File: config.mk
export PLATFORM = sky130hd
export DESIGN_NAME = rolling_checksum_window_search_core
export DESIGN_NICKNAME = d
export VERILOG_FILES = /design/src/rtl/rcws_pkg.sv /design/src/rtl/rcws_cell.sv /design/src/rtl/rcws_sum_unit.sv /design/src/rtl/rolling_checksum_window_search_core.sv
export SDC_FILE = /design/constraint.sdc
export NUM_CORES = 1
export LEC_CHECK = 0
export BUFFER_PORTS_ARGS = -buffer_cell sky130_fd_sc_hd__buf_4
export CAP_MARGIN = 20
export CORE_MARGIN = 3
export CORE_UTILIZATION = 57
export DETAILED_ROUTE_END_ITERATION = 7
export PLACE_DENSITY = 0.82
export SLEW_MARGIN = 20
export SYNTH_ARGS = -nofsm -noshare
export SYNTH_HDL_FRONTEND = slang
export SYNTH_SLANG_ARGS = --single-unit
File: constraint.sdc
create_clock -name clk -period 16.2 [get_ports clk]
set_input_delay 2.43 -clock clk [delete_from_list [all_inputs] [get_ports clk]]
set_output_delay 2.43 -clock clk [all_outputs]
set_load 0.01 [all_outputs]
File: src/rtl/rcws_pkg.sv
// Shared types and constants for the rolling checksum window search core.
// No dependencies; every other file in rtl/ imports this package.

package rcws_pkg;

	localparam int MAX_WINDOW_DEF = 64;
	localparam int BYTE_W         = 8;
	localparam int SUM_W          = 32;
	localparam int CFG_LEN_W      = 7;
	localparam int CFG_IDX_W      = 2;
	localparam int CFG_DATA_W     = 32;

	localparam logic [CFG_LEN_W-1:0] WINDOW_LENGTH_RST = 7'd16;

	typedef enum logic [CFG_IDX_W-1:0] {
		REG_WINDOW_LENGTH = 2'd0,
		REG_TARGET_SUM_A  = 2'd1,
		REG_TARGET_SUM_B  = 2'd2
	} reg_idx_t;

	// step: a word is taken this cycle; fresh: it opens a new section
	typedef struct packed {
		logic step;
		logic fresh;
	} step_ctrl_t;

endpackage

File: src/rtl/rcws_cell.sv
// One byte cell of the window shift chain.
// Depends on rcws_pkg for the byte width.

module rcws_cell
	import rcws_pkg::*;
#(
	parameter int CELL_IDX = 0,
	parameter int IDX_W    = 6
) (
	input  logic              clk,
	input  logic              shift_en,
	input  logic [BYTE_W-1:0] byte_in,
	input  logic [IDX_W-1:0]  tap_idx,
	output logic [BYTE_W-1:0] byte_out,
	output logic [BYTE_W-1:0] tap_out
);

	logic [BYTE_W-1:0] byte_q;

	always_ff @(posedge clk) begin
		if (shift_en) begin
			byte_q <= byte_in;
		end
	end

	assign byte_out = byte_q;
	// drive the byte onto the tap bus only when this cell is the oldest one in use
	assign tap_out  = (tap_idx == IDX_W'(CELL_IDX)) ? byte_q : '0;

endmodule

File: src/rtl/rcws_sum_unit.sv
// Rolling sums A and B, fill count and byte position of the current section.
// Depends on rcws_pkg.

module rcws_sum_unit
	import rcws_pkg::*;
#(
	parameter int LEN_W = 7
) (
	input  logic              clk,
	input  logic              arst_n,
	input  step_ctrl_t        ctrl,
	input  logic [BYTE_W-1:0] data_byte,
	input  logic [BYTE_W-1:0] leaving,
	input  logic [LEN_W-1:0]  eff_len,
	output logic [SUM_W-1:0]  sum_a,
	output logic [SUM_W-1:0]  sum_b,
	output logic [LEN_W-1:0]  fill,
	output logic [SUM_W-1:0]  next_pos
);

	logic [SUM_W-1:0]        sum_a_q, sum_b_q, pos_q;
	logic [LEN_W-1:0]        fill_q;
	logic [SUM_W-1:0]        a_base, b_base, pos_base, a_new, b_new, out_term;
	logic [LEN_W-1:0]        fill_base;
	logic [LEN_W+BYTE_W-1:0] prod;
	logic                    full;

	always_comb begin
		a_base    = ctrl.fresh ? '0 : sum_a_q;
		b_base    = ctrl.fresh ? '0 : sum_b_q;
		pos_base  = ctrl.fresh ? '0 : pos_q;
		fill_base = ctrl.fresh ? '0 : fill_q;
		full      = (fill_base >= eff_len);
		prod      = eff_len * leaving;
		out_term  = full ? SUM_W'(leaving) : '0;
		a_new     = a_base + SUM_W'(data_byte) - out_term;
		b_new     = b_base + a_new - (full ? SUM_W'(prod) : '0);
	end

	always_ff @(posedge clk or negedge arst_n) begin
		if (!arst_n) begin
			sum_a_q <= '0;
			sum_b_q <= '0;
			pos_q   <= '0;
			fill_q  <= '0;
		end else if (ctrl.step) begin
			sum_a_q <= a_new;
			sum_b_q <= b_new;
			pos_q   <= pos_base + SUM_W'(1);
			fill_q  <= full ? fill_base : fill_base + LEN_W'(1);
		end
	end

	assign sum_a    = sum_a_q;
	assign sum_b    = sum_b_q;
	assign fill     = fill_q;
	assign next_pos = pos_q;

endmodule

File: src/rtl/rolling_checksum_window_search_core.sv
// Top level of the rolling checksum window search: config registers, the
// byte cell chain, the sum unit and the compare/result stage. Uses rcws_pkg,
// rcws_cell and rcws_sum_unit.
//
// Usage:
//   Input channel (byte_valid/byte_ready) carries one word per byte of a
//   section: data_byte plus last_byte, which closes the section. Output
//   channel (result_valid/result_ready) carries found and match_offset:
//   the first window whose sums equal the targets gives found = 1 and the
//   window's start offset; a section that ends unmatched gives found = 0.
//   Bytes after a match give nothing, the section's last byte included.
//   Config (cfg_we/cfg_index/cfg_wdata) writes window_length, target_sum_a
//   or target_sum_b, one per write; write only while the core is idle.
//   Throughput: one word per cycle while the output is not stalled. The sums
//   are registered at the edge that takes the word (one small multiply and
//   two adds off the cell chain tap), compared in the following cycle and
//   the result is registered when the compare stage advances.
//   Reset clears the sums, counters and pipeline and loads window_length 16
//   and zero targets; the byte cells are not cleared, the fill count guards
//   them. When the receiver stalls, one result waits in the output register
//   and one word in the compare stage; further words are held off.

module rolling_checksum_window_search_core
	import rcws_pkg::*;
#(
	parameter int MAX_WINDOW = MAX_WINDOW_DEF
) (
	input  logic                  clk,
	input  logic                  arst_n,
	input  logic                  byte_valid,
	output logic                  byte_ready,
	input  logic [BYTE_W-1:0]     data_byte,
	input  logic                  last_byte,
	output logic                  result_valid,
	input  logic                  result_ready,
	output logic                  found,
	output logic [SUM_W-1:0]      match_offset,
	input  logic                  cfg_we,
	input  logic [CFG_IDX_W-1:0]  cfg_index,
	input  logic [CFG_DATA_W-1:0] cfg_wdata
);

	localparam int LEN_W = $clog2(MAX_WINDOW + 1);
	localparam int IDX_W = $clog2(MAX_WINDOW);
	localparam int CMP_W = (LEN_W > CFG_LEN_W) ? LEN_W : CFG_LEN_W;

	// config registers
	logic [CFG_LEN_W-1:0] window_length_q;
	logic [SUM_W-1:0]     target_a_q, target_b_q;

	always_ff @(posedge clk or negedge arst_n) begin
		if (!arst_n) begin
			window_length_q <= WINDOW_LENGTH_RST;
			target_a_q      <= '0;
			target_b_q      <= '0;
		end else if (cfg_we) begin
			case (reg_idx_t'(cfg_index))
				REG_WINDOW_LENGTH: window_length_q <= cfg_wdata[CFG_LEN_W-1:0];
				REG_TARGET_SUM_A:  target_a_q      <= cfg_wdata[SUM_W-1:0];
				REG_TARGET_SUM_B:  target_b_q      <= cfg_wdata[SUM_W-1:0];
				default: ;
			endcase
		end
	end

	// clamp the window length into 1..MAX_WINDOW
	logic [CMP_W-1:0] wl_ext;
	logic [LEN_W-1:0] eff_len;
	logic [IDX_W-1:0] tap_idx;

	always_comb begin
		wl_ext = CMP_W'(window_length_q);
		if (wl_ext == '0) begin
			eff_len = LEN_W'(1);
		end else if (wl_ext > CMP_W'(MAX_WINDOW)) begin
			eff_len = LEN_W'(MAX_WINDOW);
		end else begin
			eff_len = LEN_W'(wl_ext);
		end
		tap_idx = IDX_W'(eff_len - LEN_W'(1));
	end

	// handshake and pipeline control
	logic accept, s1_adv, s1_fire, fresh_q;
	logic s1_valid_q, last_s1;

	assign s1_adv     = !result_valid || result_ready;
	assign byte_ready = !s1_valid_q || s1_adv;
	assign accept     = byte_valid && byte_ready;
	assign s1_fire    = s1_valid_q && s1_adv;

	// a word with last_byte set leaves the next word to open a new section
	always_ff @(posedge clk or negedge arst_n) begin
		if (!arst_n) begin
			fresh_q    <= 1'b1;
			s1_valid_q <= 1'b0;
		end else begin
			if (accept) begin
				fresh_q <= last_byte;
			end
			if (byte_ready) begin
				s1_valid_q <= accept;
			end
		end
	end

	always_ff @(posedge clk) begin
		if (accept) begin
			last_s1 <= last_byte;
		end
	end

	// byte cell chain, newest byte in cell 0; shift on every word taken
	logic [BYTE_W-1:0] cell_byte [MAX_WINDOW];
	logic [BYTE_W-1:0] cell_tap  [MAX_WINDOW];
	logic [BYTE_W-1:0] leaving;

	for (genvar i = 0; i < MAX_WINDOW; i++) begin : g_cell
		rcws_cell #(
			.CELL_IDX(i),
			.IDX_W   (IDX_W)
		) u_cell (
			.clk     (clk),
			.shift_en(accept),
			.byte_in ((i == 0) ? data_byte : cell_byte[(i == 0) ? 0 : i - 1]),
			.tap_idx (tap_idx),
			.byte_out(cell_byte[i]),
			.tap_out (cell_tap[i])
		);
	end

	always_comb begin
		leaving = '0;
		for (int i = 0; i < MAX_WINDOW; i++) begin
			leaving = leaving | cell_tap[i];
		end
	end

	// rolling sums
	step_ctrl_t       ctrl;
	logic [SUM_W-1:0] sum_a, sum_b, next_pos;
	logic [LEN_W-1:0] fill;

	assign ctrl.step  = accept;
	assign ctrl.fresh = fresh_q;

	rcws_sum_unit #(
		.LEN_W(LEN_W)
	) u_sum (
		.clk      (clk),
		.arst_n   (arst_n),
		.ctrl     (ctrl),
		.data_byte(data_byte),
		.leaving  (leaving),
		.eff_len  (eff_len),
		.sum_a    (sum_a),
		.sum_b    (sum_b),
		.fill     (fill),
		.next_pos (next_pos)
	);

	// compare stage: sums hold the state after the word in s1
	logic done_q, active, match, produce;

	assign active  = !done_q;
	assign match   = (fill >= eff_len) && (sum_a == target_a_q) && (sum_b == target_b_q);
	assign produce = active && (match || last_s1);

	always_ff @(posedge clk or negedge arst_n) begin
		if (!arst_n) begin
			done_q       <= 1'b0;
			result_valid <= 1'b0;
		end else begin
			if (s1_fire) begin
				if (last_s1) begin
					done_q <= 1'b0;
				end else if (active && match) begin
					done_q <= 1'b1;
				end
			end
			if (s1_fire && produce) begin
				result_valid <= 1'b1;
			end else if (result_ready) begin
				result_valid <= 1'b0;
			end
		end
	end

	// start offset is the word's position minus (length - 1)
	always_ff @(posedge clk) begin
		if (s1_fire && produce) begin
			found        <= match;
			match_offset <= match ? (next_pos - SUM_W'(eff_len)) : '0;
		end
	end

`ifndef ASSERT_OFF
	a_offset_zero_on_miss: assert property (@(posedge clk) disable iff (!arst_n)
		(result_valid && !found) |-> (match_offset == '0))
		else $error("not-found result carries a non-zero offset");

	a_sums_hold_on_stall: assert property (@(posedge clk) disable iff (!arst_n)
		(s1_valid_q && !s1_adv) |=> ($stable(sum_a) && $stable(sum_b)))
		else $error("sums moved while the compare stage was stalled");

	a_fill_bounded: assert property (@(posedge clk) disable iff (!arst_n)
		(fill <= LEN_W'(MAX_WINDOW)))
		else $error("fill count beyond window store depth");

	a_ready_when_empty: assert property (@(posedge clk) disable iff (!arst_n)
		!s1_valid_q |-> byte_ready)
		else $error("input held off with an empty compare stage");
`endif

endmodule
==> impl_metrics.csv <==
group,metric,value,unit
status,run_status,"finished clean",
synthesis,synthCells,2813,
routing,route.detailed.drc,0,
synthesis,synth-main-ff-cell,"edfxtp_1",
timing,final_hold_viol_count,0,
synthesis,synth_edf_count,546,
final_layout,final_common_cell,"edfxtp_1",
floorplan,start_util,0.579,
placed_design,hpwl,63000,um
setup_path,crit_start,"window_length_q[6]$_DFFE_PN0P_",
hold_path,hold_start,"g_cell[9].u_cell.byte_out[3]$_DFFE_PP_",
setup_path,rr_startpoint,"window_length_q[6]$_DFFE_PN0P_",
timing,period_share,0.717,
clock_network,cts_resized,0,
final_layout,final_cell_mix,"546 x edfxtp_1, 215 x nand2_1, 176 x dfrtp_1",
timing,tightest_slew,1.22,ns
timing,period_needed,11.62,ns
global_routing,antenna_found_initial,5,
clock_network,ctsLongestPathBuffers,3,
placed_design,gp_congestion,0.930,
clock_network,cts_sinks,724,
placed_design,io_buffers,82,
setup_path,crit_type,"reg2reg",
global_routing,gr-usage-all-layers,0.291,
floorplan,die_area,64600,um^2
pwr,design_power_total,0.00883,W
timing,slew_violations,0,
clock_network,cts_root_buf,"clkbuf_16",
pwr,leakage,15.4,nW
routing,ant_nets,0,
global_routing,grt_max_degree,201,
routing,dr.pass1.iters,6,
pwr,ir_worst_vdd,0.208,mV
floorplan,core,60600,um^2
floorplan,num_rows,90,
clock_network,postCtsSetupRepairBufs,0,
setup_path,critPathMaxStageDelay,0.88,ns
clock_network,cts_tree,"done",
synthesis,synth_nets,3050,
final_layout,fill_cells,4382,
hold_path,hp-class,"reg2reg",
floorplan,fp.dieW,254,um
synthesis,synth_warnings,0,
synthesis,synth_seq_area_share,0.594,
clock_network,clk_pin_slew_worst_paths,0.06,ns
timing,skew,0.0455,ns
final_layout,utilization,0.648,
floorplan,io_pins,83,
final_layout,ff_latch_area,20900,um^2
job,cap_violations,0,
final_layout,drive_gt1_frac,0.120,
setup_path,arrival,12.18,ns
timing,maxSlewHeadroom,0.182,
setup_path,critPathCaptureType,"flip-flop",
setup_path,path_common_cell,"fa_1",
routing,wl_per_cell,24.9,um
routing,vias_per_cell,6.48,
routing,routed_wl,93300,um
global_routing,grt_overflow,0,
final_layout,multi_input_area,13300,um^2
setup_path,crit_slowest_cell,"dfrtp_1",
setup_path,worstPathMaxFanout,25,
clock_network,cts_hold_buf,0,
synthesis,synth.distinct_cells,76,
setup_path,crit_required,16.76,ns
routing,drtIter0Drc,2955,
setup_path,cp-start-kind,"flip-flop",
synthesis,synth_area,35100,um^2
global_routing,grt_first_pass_wirelength,142000,um
synthesis,ys_ff_latch,724,
clock_network,htree_levels,3,
floorplan,die_y,254,um
timing,finalSetupViolCount,0,
synthesis,synth-async-reset-ratio,0.246,
clock_network,cts_made_buffers,75,
pwr,p_per_area,225,nW/um^2
routing,num_vias,24300,
clock_network,clk-insertion-delay-late,0.64,ns
timing,fin_setup_tns,0,ns
timing,timing.fmax,86.1,MHz
final_layout,area_delta_synth_final,11.8,%
final_layout,nNetsFinal,3138,
synthesis,synth_area_per_cell,12.5,um^2
timing,rsz0062_at_grt,"false",
global_routing,grt_pass1_vias,24200,
[worst paths after layout]
path | endpoint | slack [ns] | depth (start not counted)
min in group asynchronous | u_sum.sum_a[15]$_DFFE_PN0P_ | 1.95 | 1
worst max register to register | u_sum.sum_b[27]$_DFFE_PN0P_ | 4.58 | 35
max in group asynchronous | u_sum.next_pos[23]$_DFFE_PN0P_ | 12.80 | 2
worst min register to register | g_cell[10].u_cell.byte_out[3]$_DFFE_PP_ | 0.42 | 0
worst min-delay path | g_cell[10].u_cell.byte_out[3]$_DFFE_PP_ | 0.42 | 0
worst max-delay path | u_sum.sum_b[27]$_DFFE_PN0P_ | 4.58 | 35
[flip-flops by register name (all words and copies together) (netlist names)]
register                flops
done_q                      1
found                       1
fresh_q                     1
g_cell.u_cell.byte_out    512
last_s1                     1
match_offset               32
result_valid                1
s1_valid_q                  1
target_a_q                 32
target_b_q                 32
u_sum.fill                  7
u_sum.next_pos             32
u_sum.sum_a                32
u_sum.sum_b                32
window_length_q             7
[worst max-delay path: cells and delay by family, from the launching register on]
family | cells | cell delay [ns]
simple gates | 11 | 3.83
fa+ha+maj | 7 | 3.15
compound gates | 11 | 2.56
buf+inv | 6 | 1.10
flops | 1 | 0.88
[cell type report]
class                           count  area share
Antenna cell                        4    0.000255
Clock buffer                       95      0.0516
Clock inverter                     43      0.0140
Inverter                          159      0.0154
Multi-Input combinational cell   1814       0.338
Sequential cell                   724       0.531
Tap cell                          782      0.0249
Timing Repair Buffer              127      0.0248
[power by group]
part           leakage, nW  internal, W  total (W)  switching (W)
combinational         6.69      0.00188    0.00455        0.00267
sequential            7.51      0.00227    0.00247       0.000202
clock                 1.24      0.00106    0.00181       0.000751
total                 15.4      0.00520    0.00883        0.00363
[cell usage after synthesis (29+ instances only)]
cell type / count / share of area
nor3_1: 55 / 0.0078
clkbuf_1: 96 / 0.010
a22oi_1: 143 / 0.031
nand3_1: 61 / 0.0087
mux2_2: 70 / 0.022
xnor2_1: 54 / 0.013
a21oi_1: 111 / 0.016
dfrtp_1: 176 / 0.13
nand2_1: 216 / 0.023
nand4_1: 29 / 0.0052
o21ai_0: 126 / 0.018
ha_1: 136 / 0.048
nor2_1: 142 / 0.015
xor2_1: 120 / 0.030
fa_1: 53 / 0.030
edfxtp_1: 546 / 0.47
nand2b_1: 79 / 0.014
a21o_1: 44 / 0.0094
inv_1: 158 / 0.017
nor2b_1: 36 / 0.0064
a222oi_1: 31 / 0.0088
[per-layer routing]
layer	track usage	wire length (um)
met5	0	0
met4	0.117	4190
met3	0.0625	9050
met2	0.476	44800
met1	0.383	35200
[metrics by stage]
step           cell area, um^2  hold WS (ns)  setup slack (ns)  instances
2_1_floorplan            35100         0.421             0.156       2813
6_report                 39300         0.416              4.58       3748
3_5_place_dp             36700         0.432              4.82       3606
3_3_place_gp             36700         0.428              5.10       3606
5_1_grt                  39200         0.441              3.85       3747
4_1_cts                  39200         0.419              4.75       3744
[cells by family after synthesis]
| group | Yosys count | share of synthesized area |
|---|---|---|
| compound gates | 625 | 0.121 |
| xor+xnor | 174 | 0.0434 |
| fa+ha+maj | 189 | 0.0787 |
| buf+inv | 275 | 0.0304 |
| flops | 724 | 0.594 |
| mux | 75 | 0.0239 |
| simple gates | 751 | 0.108 |
Power figures use the tool's default switching activity.
